==> src/rtl/mcg_pkg.sv <==
package mcg_pkg;

  localparam int YEAR_W  = 14;
  localparam int MONTH_W = 4;
  localparam int DAY_W   = 5;
  localparam int CELL_W  = 6;
  localparam int OP_W    = 2;

  localparam logic [YEAR_W-1:0]  YEAR_MIN    = 14'd1;
  localparam logic [YEAR_W-1:0]  YEAR_MAX    = 14'd9999;
  localparam logic [YEAR_W-1:0]  YEAR_RESET  = 14'd2025;
  localparam logic [MONTH_W-1:0] MONTH_FIRST = 4'd1;
  localparam logic [MONTH_W-1:0] MONTH_LAST  = 4'd12;
  localparam logic [CELL_W-1:0]  LAST_CELL   = 6'd41;

  // floor(x/100) = (x * 5243) >> 19 and floor(x/7) = (x * 18725) >> 17 for x < 2^14
  localparam logic [12:0] RECIP100  = 13'd5243;
  localparam int          Q100_LSB  = 19;
  localparam int          Q100_W    = 7;
  localparam int          PROD100_W = 27;
  localparam logic [14:0] RECIP7    = 15'd18725;
  localparam int          Q7_LSB    = 17;
  localparam int          Q7_W      = 11;
  localparam int          PROD7_W   = 29;

  localparam int QDEPTH = 2;
  localparam int QPTR_W = $clog2(QDEPTH);
  localparam int QCNT_W = $clog2(QDEPTH + 1);

  typedef enum logic [OP_W-1:0] {
    OP_TODAY = 2'd0,
    OP_PREV  = 2'd1,
    OP_NEXT  = 2'd2,
    OP_HOLD  = 2'd3
  } op_t;

  typedef enum logic [2:0] {
    PS_IDLE,
    PS_QUOT,
    PS_REM,
    PS_SUM,
    PS_MOD,
    PS_DONE
  } prep_state_t;

  typedef struct packed {
    logic [YEAR_W-1:0]  year;
    logic [MONTH_W-1:0] month;
    logic [DAY_W-1:0]   tday;
    logic               ym_match;
  } view_req_t;

  typedef struct packed {
    logic [YEAR_W-1:0]  year;
    logic [MONTH_W-1:0] month;
    logic [DAY_W-1:0]   tday;
    logic               ym_match;
    logic [2:0]         fw;
    logic [DAY_W-1:0]   dim;
    logic [DAY_W-1:0]   pdim;
  } grid_t;

  function automatic logic [DAY_W-1:0] month_len(input logic [MONTH_W-1:0] m,
                                                 input logic leap);
    logic [DAY_W-1:0] d;
    case (m)
      4'd2:                      d = leap ? 5'd29 : 5'd28;
      4'd4, 4'd6, 4'd9, 4'd11:   d = 5'd30;
      default:                   d = 5'd31;
    endcase
    return d;
  endfunction

  function automatic logic [2:0] month_offset(input logic [MONTH_W-1:0] m);
    logic [2:0] o;
    case (m)
      4'd2, 4'd6:   o = 3'd3;
      4'd3, 4'd11:  o = 3'd2;
      4'd4:         o = 3'd5;
      4'd7:         o = 3'd5;
      4'd8:         o = 3'd1;
      4'd9, 4'd12:  o = 3'd4;
      4'd10:        o = 3'd6;
      default:      o = 3'd0;
    endcase
    return o;
  endfunction

endpackage

==> src/rtl/month_calendar_grid_core.sv <==
// Month view calendar grid: one navigation request in, 42 grid cells out.
// Throughput: one cell per cycle while out_stall is low; the cell sequencer
// sets the rate, date math for the next request runs under the current run.
// Reset: view is January 2025, request queue and both pipelines are empty.
module month_calendar_grid_core import mcg_pkg::*; (
  input  logic               clk,
  input  logic               rst_n,
  input  logic               in_valid,
  output logic               in_stall,
  input  logic [OP_W-1:0]    in_operation,
  input  logic [YEAR_W-1:0]  in_today_year,
  input  logic [MONTH_W-1:0] in_today_month,
  input  logic [DAY_W-1:0]   in_today_day,
  output logic               out_valid,
  input  logic               out_stall,
  output logic [YEAR_W-1:0]  out_view_year,
  output logic [MONTH_W-1:0] out_view_month,
  output logic [CELL_W-1:0]  out_cell_index,
  output logic [DAY_W-1:0]   out_day_number,
  output logic               out_in_month,
  output logic               out_today_mark,
  output logic               out_last_cell
);

  logic      q_full;
  logic      q_empty;
  logic      q_push;
  logic      q_pop;
  view_req_t q_wdata;
  view_req_t q_rdata;
  logic      grid_valid;
  logic      grid_take;
  grid_t     grid;

  mcg_front u_front (
    .clk            (clk),
    .rst_n          (rst_n),
    .in_valid       (in_valid),
    .in_stall       (in_stall),
    .in_operation   (in_operation),
    .in_today_year  (in_today_year),
    .in_today_month (in_today_month),
    .in_today_day   (in_today_day),
    .q_full         (q_full),
    .q_push         (q_push),
    .q_wdata        (q_wdata)
  );

  mcg_fifo u_fifo (
    .clk   (clk),
    .rst_n (rst_n),
    .push  (q_push),
    .wdata (q_wdata),
    .pop   (q_pop),
    .rdata (q_rdata),
    .full  (q_full),
    .empty (q_empty)
  );

  mcg_prep u_prep (
    .clk        (clk),
    .rst_n      (rst_n),
    .q_empty    (q_empty),
    .q_rdata    (q_rdata),
    .q_pop      (q_pop),
    .grid_valid (grid_valid),
    .grid       (grid),
    .grid_take  (grid_take)
  );

  mcg_emit u_emit (
    .clk            (clk),
    .rst_n          (rst_n),
    .grid_valid     (grid_valid),
    .grid           (grid),
    .grid_take      (grid_take),
    .out_valid      (out_valid),
    .out_stall      (out_stall),
    .out_view_year  (out_view_year),
    .out_view_month (out_view_month),
    .out_cell_index (out_cell_index),
    .out_day_number (out_day_number),
    .out_in_month   (out_in_month),
    .out_today_mark (out_today_mark),
    .out_last_cell  (out_last_cell)
  );

endmodule

==> src/rtl/mcg_front.sv <==
module mcg_front import mcg_pkg::*; (
  input  logic               clk,
  input  logic               rst_n,
  input  logic               in_valid,
  output logic               in_stall,
  input  logic [OP_W-1:0]    in_operation,
  input  logic [YEAR_W-1:0]  in_today_year,
  input  logic [MONTH_W-1:0] in_today_month,
  input  logic [DAY_W-1:0]   in_today_day,
  input  logic               q_full,
  output logic               q_push,
  output view_req_t          q_wdata
);

  logic [YEAR_W-1:0]  view_year_r, view_year_nxt;
  logic [MONTH_W-1:0] view_month_r, view_month_nxt;

  assign in_stall = q_full;
  assign q_push   = in_valid && !q_full;

  always_comb begin
    view_year_nxt  = view_year_r;
    view_month_nxt = view_month_r;
    unique case (op_t'(in_operation))
      OP_TODAY: begin
        if (in_today_year < YEAR_MIN) view_year_nxt = YEAR_MIN;
        else if (in_today_year > YEAR_MAX) view_year_nxt = YEAR_MAX;
        else view_year_nxt = in_today_year;
        if (in_today_month < MONTH_FIRST) view_month_nxt = MONTH_FIRST;
        else if (in_today_month > MONTH_LAST) view_month_nxt = MONTH_LAST;
        else view_month_nxt = in_today_month;
      end
      OP_PREV: begin
        if (view_month_r > MONTH_FIRST) begin
          view_month_nxt = view_month_r - 4'd1;
        end else if (view_year_r > YEAR_MIN) begin
          view_month_nxt = MONTH_LAST;
          view_year_nxt  = view_year_r - 14'd1;
        end
      end
      OP_NEXT: begin
        if (view_month_r < MONTH_LAST) begin
          view_month_nxt = view_month_r + 4'd1;
        end else if (view_year_r < YEAR_MAX) begin
          view_month_nxt = MONTH_FIRST;
          view_year_nxt  = view_year_r + 14'd1;
        end
      end
      OP_HOLD: begin
      end
      default: begin
      end
    endcase
  end

  always_comb begin
    q_wdata.year     = view_year_nxt;
    q_wdata.month    = view_month_nxt;
    q_wdata.tday     = in_today_day;
    q_wdata.ym_match = (view_year_nxt == in_today_year) && (view_month_nxt == in_today_month);
  end

  always_ff @(posedge clk) begin
    if (!rst_n) begin
      view_year_r  <= YEAR_RESET;
      view_month_r <= MONTH_FIRST;
    end else if (q_push) begin
      view_year_r  <= view_year_nxt;
      view_month_r <= view_month_nxt;
    end
  end

endmodule

==> src/rtl/mcg_fifo.sv <==
module mcg_fifo import mcg_pkg::*; (
  input  logic      clk,
  input  logic      rst_n,
  input  logic      push,
  input  view_req_t wdata,
  input  logic      pop,
  output view_req_t rdata,
  output logic      full,
  output logic      empty
);

  view_req_t         ent_r [QDEPTH];
  logic [QPTR_W-1:0] wr_ptr_r;
  logic [QPTR_W-1:0] rd_ptr_r;
  logic [QCNT_W-1:0] count_r;

  assign full  = (count_r == QCNT_W'(QDEPTH));
  assign empty = (count_r == '0);
  assign rdata = ent_r[rd_ptr_r];

  always_ff @(posedge clk) begin
    if (push) ent_r[wr_ptr_r] <= wdata;
  end

  always_ff @(posedge clk) begin
    if (!rst_n) begin
      wr_ptr_r <= '0;
      rd_ptr_r <= '0;
      count_r  <= '0;
    end else begin
      if (push) wr_ptr_r <= (wr_ptr_r == QPTR_W'(QDEPTH - 1)) ? '0 : wr_ptr_r + 1'b1;
      if (pop)  rd_ptr_r <= (rd_ptr_r == QPTR_W'(QDEPTH - 1)) ? '0 : rd_ptr_r + 1'b1;
      if (push && !pop) count_r <= count_r + 1'b1;
      else if (pop && !push) count_r <= count_r - 1'b1;
    end
  end

`ifndef SYNTH
  a_no_overflow: assert property (@(posedge clk) disable iff (!rst_n)
    !(push && full))
    else $error("request queue written while full");
  a_no_underflow: assert property (@(posedge clk) disable iff (!rst_n)
    !(pop && empty))
    else $error("request queue read while empty");
`endif

endmodule

==> src/rtl/mcg_prep.sv <==
module mcg_prep import mcg_pkg::*; (
  input  logic      clk,
  input  logic      rst_n,
  input  logic      q_empty,
  input  view_req_t q_rdata,
  output logic      q_pop,
  output logic      grid_valid,
  output grid_t     grid,
  input  logic      grid_take
);

  prep_state_t state_r, state_nxt;

  view_req_t              req_r;
  logic [PROD100_W-1:0]   prod_r;
  logic [Q100_W-1:0]      q100_r;
  logic                   rz_r;
  logic                   leap_r;
  logic [YEAR_W-1:0]      sum_r;
  logic [PROD7_W-1:0]     prod7_r;
  logic [DAY_W-1:0]       dim_r;
  logic [DAY_W-1:0]       pdim_r;

  logic [Q100_W-1:0]      q100;
  logic [YEAR_W-1:0]      rem100;
  logic                   early;
  logic [YEAR_W-1:0]      yy;
  logic [Q100_W-1:0]      qyy;
  logic [YEAR_W-1:0]      sum;
  logic [Q7_W-1:0]        q7;
  logic [YEAR_W-1:0]      fw_full;

  always_comb begin
    state_nxt  = state_r;
    q_pop      = 1'b0;
    grid_valid = 1'b0;
    unique case (state_r)
      PS_IDLE: begin
        if (!q_empty) begin
          q_pop     = 1'b1;
          state_nxt = PS_QUOT;
        end
      end
      PS_QUOT: state_nxt = PS_REM;
      PS_REM:  state_nxt = PS_SUM;
      PS_SUM:  state_nxt = PS_MOD;
      PS_MOD:  state_nxt = PS_DONE;
      PS_DONE: begin
        grid_valid = 1'b1;
        if (grid_take) state_nxt = PS_IDLE;
      end
      default: state_nxt = PS_IDLE;
    endcase
  end

  always_ff @(posedge clk) begin
    if (!rst_n) state_r <= PS_IDLE;
    else state_r <= state_nxt;
  end

  always_comb begin
    q100   = prod_r[Q100_LSB +: Q100_W];
    rem100 = req_r.year - ((YEAR_W'(q100) << 6) + (YEAR_W'(q100) << 5) + (YEAR_W'(q100) << 2));
    early  = (req_r.month < 4'd3);
    yy     = req_r.year - YEAR_W'(early);
    qyy    = q100_r - Q100_W'(early && rz_r);
    sum    = yy + (yy >> 2) - YEAR_W'(qyy) + YEAR_W'(qyy >> 2)
           + YEAR_W'(month_offset(req_r.month)) + 14'd1;
    q7      = prod7_r[Q7_LSB +: Q7_W];
    fw_full = sum_r - ((YEAR_W'(q7) << 3) - YEAR_W'(q7));
  end

  always_ff @(posedge clk) begin
    unique case (state_r)
      PS_IDLE: if (!q_empty) req_r <= q_rdata;
      PS_QUOT: prod_r <= PROD100_W'(req_r.year) * PROD100_W'(RECIP100);
      PS_REM: begin
        q100_r <= q100;
        rz_r   <= (rem100 == '0);
        leap_r <= (req_r.year[1:0] == 2'd0) && ((rem100 != '0) || (q100[1:0] == 2'd0));
      end
      PS_SUM: begin
        sum_r  <= sum;
        dim_r  <= month_len(req_r.month, leap_r);
        pdim_r <= (req_r.month == MONTH_FIRST) ? 5'd31 : month_len(req_r.month - 4'd1, leap_r);
      end
      PS_MOD: prod7_r <= PROD7_W'(sum_r) * PROD7_W'(RECIP7);
      PS_DONE: begin
      end
      default: begin
      end
    endcase
  end

  always_comb begin
    grid.year     = req_r.year;
    grid.month    = req_r.month;
    grid.tday     = req_r.tday;
    grid.ym_match = req_r.ym_match;
    grid.fw       = fw_full[2:0];
    grid.dim      = dim_r;
    grid.pdim     = pdim_r;
  end

`ifndef SYNTH
  a_grid_sane: assert property (@(posedge clk) disable iff (!rst_n)
    grid_valid |-> (grid.fw <= 3'd6) && (grid.dim >= 5'd28) && (grid.pdim >= 5'd28))
    else $error("month geometry out of range");
`endif

endmodule

==> src/rtl/mcg_emit.sv <==
module mcg_emit import mcg_pkg::*; (
  input  logic               clk,
  input  logic               rst_n,
  input  logic               grid_valid,
  input  grid_t              grid,
  output logic               grid_take,
  output logic               out_valid,
  input  logic               out_stall,
  output logic [YEAR_W-1:0]  out_view_year,
  output logic [MONTH_W-1:0] out_view_month,
  output logic [CELL_W-1:0]  out_cell_index,
  output logic [DAY_W-1:0]   out_day_number,
  output logic               out_in_month,
  output logic               out_today_mark,
  output logic               out_last_cell
);

  grid_t              grid_r;
  logic               busy_r;
  logic [CELL_W-1:0]  cnt_r;
  logic               out_valid_r;
  logic [YEAR_W-1:0]  year_r;
  logic [MONTH_W-1:0] month_r;
  logic [CELL_W-1:0]  idx_r;
  logic [DAY_W-1:0]   day_r;
  logic               inm_r;
  logic               today_r;
  logic               last_r;

  logic               adv;
  logic               at_last;
  logic [6:0]         cnt7;
  logic [6:0]         fw7;
  logic [6:0]         d;
  logic [6:0]         day7;
  logic               inm;
  logic [DAY_W-1:0]   day;

  assign adv       = busy_r && (!out_valid_r || !out_stall);
  assign at_last   = (cnt_r == LAST_CELL);
  assign grid_take = grid_valid && (!busy_r || (adv && at_last));

  always_comb begin
    cnt7 = {1'b0, cnt_r};
    fw7  = 7'(grid_r.fw);
    d    = cnt7 - fw7 + 7'd1;
    if (cnt7 < fw7) begin
      day7 = 7'(grid_r.pdim) - fw7 + 7'd1 + cnt7;
      inm  = 1'b0;
    end else if (d <= 7'(grid_r.dim)) begin
      day7 = d;
      inm  = 1'b1;
    end else begin
      day7 = d - 7'(grid_r.dim);
      inm  = 1'b0;
    end
    day = day7[DAY_W-1:0];
  end

  always_ff @(posedge clk) begin
    if (!rst_n) begin
      busy_r      <= 1'b0;
      cnt_r       <= '0;
      out_valid_r <= 1'b0;
    end else begin
      if (grid_take) begin
        busy_r <= 1'b1;
        cnt_r  <= '0;
      end else if (adv) begin
        if (at_last) busy_r <= 1'b0;
        cnt_r <= cnt_r + 6'd1;
      end
      out_valid_r <= adv || (out_valid_r && out_stall);
    end
  end

  always_ff @(posedge clk) begin
    if (grid_take) grid_r <= grid;
    if (adv) begin
      year_r  <= grid_r.year;
      month_r <= grid_r.month;
      idx_r   <= cnt_r;
      day_r   <= day;
      inm_r   <= inm;
      today_r <= inm && grid_r.ym_match && (day == grid_r.tday);
      last_r  <= at_last;
    end
  end

  assign out_valid      = out_valid_r;
  assign out_view_year  = year_r;
  assign out_view_month = month_r;
  assign out_cell_index = idx_r;
  assign out_day_number = day_r;
  assign out_in_month   = inm_r;
  assign out_today_mark = today_r;
  assign out_last_cell  = last_r;

`ifndef SYNTH
  a_cells_contiguous: assert property (@(posedge clk) disable iff (!rst_n)
    (out_valid && !out_stall && !out_last_cell)
      |=> out_valid && (out_cell_index == $past(out_cell_index) + 6'd1))
    else $error("grid run broken before last cell");
  a_last_mark: assert property (@(posedge clk) disable iff (!rst_n)
    out_valid |-> (out_last_cell == (out_cell_index == LAST_CELL)))
    else $error("last cell mark misplaced");
  a_today_in_month: assert property (@(posedge clk) disable iff (!rst_n)
    (out_valid && out_today_mark) |-> out_in_month && (out_day_number != '0))
    else $error("today flag outside viewed month");
`endif

endmodule

==> config.mk <==
export PLATFORM = sky130hd
export DESIGN_NAME = month_calendar_grid_core
export DESIGN_NICKNAME = d
export VERILOG_FILES = /design/src/rtl/mcg_pkg.sv /design/src/rtl/month_calendar_grid_core.sv /design/src/rtl/mcg_front.sv /design/src/rtl/mcg_fifo.sv /design/src/rtl/mcg_prep.sv /design/src/rtl/mcg_emit.sv
export SDC_FILE = /design/constraint.sdc
export NUM_CORES = 1
export LEC_CHECK = 0
export ABC_AREA = 1
export BUFFER_PORTS_ARGS = -buffer_cell sky130_fd_sc_hd__buf_2
export CAP_MARGIN = 10
export CORE_MARGIN = 8
export CORE_UTILIZATION = 25
export DETAILED_ROUTE_END_ITERATION = 12
export GPL_TIMING_DRIVEN = 1
export PLACE_DENSITY_LB_ADDON = 0.2
export SYNTH_ARGS = -nofsm -noshare
export SYNTH_HDL_FRONTEND = slang
export SYNTH_HIERARCHICAL = 1
export SYNTH_SLANG_ARGS = --single-unit
==> constraint.sdc <==
create_clock -name clk -period 6.2 [get_ports clk]
set_input_delay 0.31 -clock clk [delete_from_list [all_inputs] [get_ports clk]]
set_output_delay 0.31 -clock clk [all_outputs]
set_load 0.02 [all_outputs]
==> summary.md <==
| Metric | Value |
|---|---|
| Core area | `0.0773 mm^2` |
| Ys flop type | `edfxtp_1` |
| Cell with the most instances after synthesis | `inv_1` |
| H-tree depth | `1` |
| Port Buffer Count | `62` |
| Setup crit end kind | `register` |
| GP Congestion | `0.884` |
| # IOs | `63` |
| CTS Buffer Depth | `3` |
| Largest net degree at the start of global routing | `33` |
| First-pass GRT wire length | `78700 um` |
| Slew @ Worst Pin | `1.02 ns` |
| Via/cell ratio | `4.24` |
| Post-route insts no fill | `3325` |
| Final Max Slew Viols | `0` |
| Worst Reg2Reg Path Length in Cells | `17` |
| YS warnings | `6` |
| Fin crit share | `77.8%` |
| Top cells by area, synth | `edfxtp_1, ha_1, fa_1, inv_1, nand2_1` |
| DP Cell Count | `3267` |
| Layout-stage area growth over the synthesis result | `12.1%` |
| Hold crit path type | `in2reg` |
| Global-route usage over all layers | `11.2%` |
| Worst hold path depth | `3` |
| CTS buffer count | `28` |
| Antenna Cells | `0` |
| Nets@finish | `2675` |
| Status | `completed` |
| Critical Path AT | `5.12 ns` |
| Sum Neg Setup Slack | `0 ns` |
| Chip Height | `295 um` |
| Number of synthesized flops with an enable pin | `178` |
| FF-to-FF setup slack | `1.38 ns` |
| Cts hold-fix bufs | `5` |
| CP Max Fanout | `7` |
| Sink Count | `215` |
| Hold Fails Final Rpt | `0` |
| Initial core utilization | `25.2%` |
| CTS tree | `done` |
| Placement Setup Slack | `1.40 ns` |
| CP startpoint kind | `register` |
| Post-route ant nets | `0` |
| RR Endpoint | `u_prep/prod_r[19]` |
| Setup-failing EPs final | `0` |
| WHS Endpoint | `u_emit/out_valid` |
| Routed via count | `14100` |
| Vias in the first global route | `14300` |
| Distinct cell type count after synthesis | `61` |
| Post-synth top cells | `inv_1, nand2_1, ha_1, edfxtp_1, nand3_1` |
| Synthesized flop and latch total | `215` |
| Post-Syn Instances | `2190` |
| Die area | `0.0871 mm^2` |
| Remaining global-route overflow | `0` |
| Max-Cap Viols | `0` |
| Share of cells above drive strength 1 | `10.0%` |
| Hpwl dp | `40700 um` |
| Synth top area share | `27.4%` |
| Initial antenna violation count | `2` |
| Crit path required time | `6.50 ns` |
| Rel. slew slack | `31.9%` |
| Clock root buffer | `clkbuf_16` |
| Worst setup path class | `reg2reg` |
| Post-CTS sizing | `0` |
| Setup repair bufs after CTS | `0` |
| Worst Clk Skew | `0.0272 ns` |
| Register area share after synthesis | `31.2%` |
| Fraction of registers with async set/reset | `0%` |
| Clock transition at the registers of the reported paths | `0.06 ns` |
| Worst reg2reg path startpoint | `u_prep/grid[30]` |
| PnR worst setup slack | `1.38 ns` |
| DR pass1 iterations | `6` |
| Post-Syn Area per Cell | `8.90 um^2` |
| Hold wc startpoint | `out_stall` |
| Detailed router's first-iteration violation count | `699` |
| Worst-skew pair later-pin latency | `0.56 ns` |
| RSZ-0062 raised after global routing | `false` |
| Drt wl/cell | `14.8 um` |
| Max Freq | `0.207 GHz` |
| Final Util | `28.3%` |
| Chip width | `295 um` |
| Fillers | `8348` |
| Post-Syn Area | `0.0195 mm^2` |
| Largest area contributor in the netlist | `edfxtp_1` |
| Row count | `102` |
| Overall routed net length | `49300 um` |
| Period minus WS final | `4.82 ns` |
| DRC Markers | `0` |
critical path, stage by stage, from the launching register on:
cell and delay, ns:
edfxtp_1 0.65, inv_1 0.28, fa_1 0.55, inv_1 0.05, ha_1 0.22, fa_1 0.51, fa_1 0.50, inv_1 0.06
fa_1 0.53, inv_1 0.04, ha_1 0.33, a21o_1 0.23, a21oi_1 0.13, nand2_1 0.10, o21ai_0 0.23, nand2_1 0.07
nand2_1 0.06, nand2_1 0.04
stage by stage:
| step | area [um^2] | hold WS, ns |
|---|---|---|
| finish | 21800 | 0.0694 |
| global route | 21800 | 0.0614 |
| CTS | 21800 | 0.0321 |
| detailed placement | 20900 | 0.405 |
| global placement | 20900 | 0.406 |
| floorplan | 19500 | 0.400 |
cells in the final DEF, fill, tap and decap left out, types with 5 or more instances in the layout:
cell           Yosys  layout
conb_1             1       6
a21o_1             9       9
nand3_2            8       8
o21bai_1           8       8
xor2_1            40      40
clkbuf_16          0      29
inv_2             20      20
nand2_2           18      18
nor2_1           125     124
inv_1            461     461
buf_2              5      62
xnor2_1           25      25
a31oi_1            7       7
nor3_1            16      16
o211ai_1          15      15
nand3b_1          13      13
fa_1             116     116
nand2_1          407     407
clkinv_1           1       5
nand3_1          136     136
ha_1             267     267
dfxtp_1           37      37
edfxtp_1         178     178
mux2_4            20      20
nor2_2            12      13
buf_4             15       6
a21oi_1           79      79
nand2_4            6       6
nand4_1           22      22
o21ai_0           56      56
dlygate4sd3_1      0       5
nor2_4             8       8
final cells by class:
cell class	instances	area [um^2]	share of cell area, %
tap	1040	1300	5.96
multi-input combinational	1461	11300	51.8
clock buffer	34	764	3.50
sequential	215	6090	27.9
timing repair buffer	74	419	1.92
inverter	483	1820	8.31
clock inverter	18	139	0.636
layer usage:
metal  part of all wire (%)  global-route usage [%]
met1                     48                    15.4
met2                     46                    18.9
met3                    3.5                    1.40
met4                    2.0                    2.29
met5                      0                       0
worst max-delay path by stage:
stage	start	to	slack, ns	depth (start not counted)
after floorplan	u_prep/grid[32]	u_prep/prod_r[19]	1.86	17
after global placement	u_prep/grid[30]	u_prep/prod_r[19]	1.41	17
after detailed placement	u_prep/grid[21]	u_prep/sum_r[11]	1.40	20
after CTS	u_prep/grid[30]	u_prep/prod_r[19]	1.36	17
after global routing	u_prep/grid[30]	u_prep/prod_r[19]	1.09	17
final	u_prep/grid[30]	u_prep/prod_r[19]	1.38	17
registers in the layout (all words and copies together) (netlist names), 2 cells and up, named ones only:
| name | flops |
|---|---|
| u_emit/out_view_year | 14 |
| u_prep/prod7_r | 3 |
| u_emit/out_cell_index | 6 |
| u_emit/cnt_r | 6 |
| u_emit/out_view_month | 4 |
| u_emit/out_day_number | 5 |
| u_prep/sum_r | 14 |
| u_fifo/ent_r | 48 |
| u_prep/state_r | 3 |
| u_prep/prod_r | 7 |
| u_prep/grid | 24 |
| u_prep/pdim_r | 2 |
| u_prep/q100_r | 7 |
| u_front/view_year_r | 14 |
| u_emit/grid_r | 34 |
| u_fifo/count_r | 2 |
| u_emit/fw7 | 3 |
| u_front/view_month_r | 4 |
| u_prep/dim_r | 2 |
logic make-up (layout without fill, tap and decap cells):
group	after synthesis	count (layout)	share of synthesized area, %
multiplexers	24	24	1.77
flip-flops	215	215	31.2
XOR/XNOR	65	65	2.92
AND/OR/NAND/NOR	789	789	18.4
AO/OA/AOI/OAI	194	194	5.85
adder cells (fa/ha/maj)	383	383	29.1
buffers and inverters	519	609	10.8
other	1	6	0.0192
Power is not shown: default switching activity piles up to over one toggle a cycle in this logic, so the estimate is an artifact.
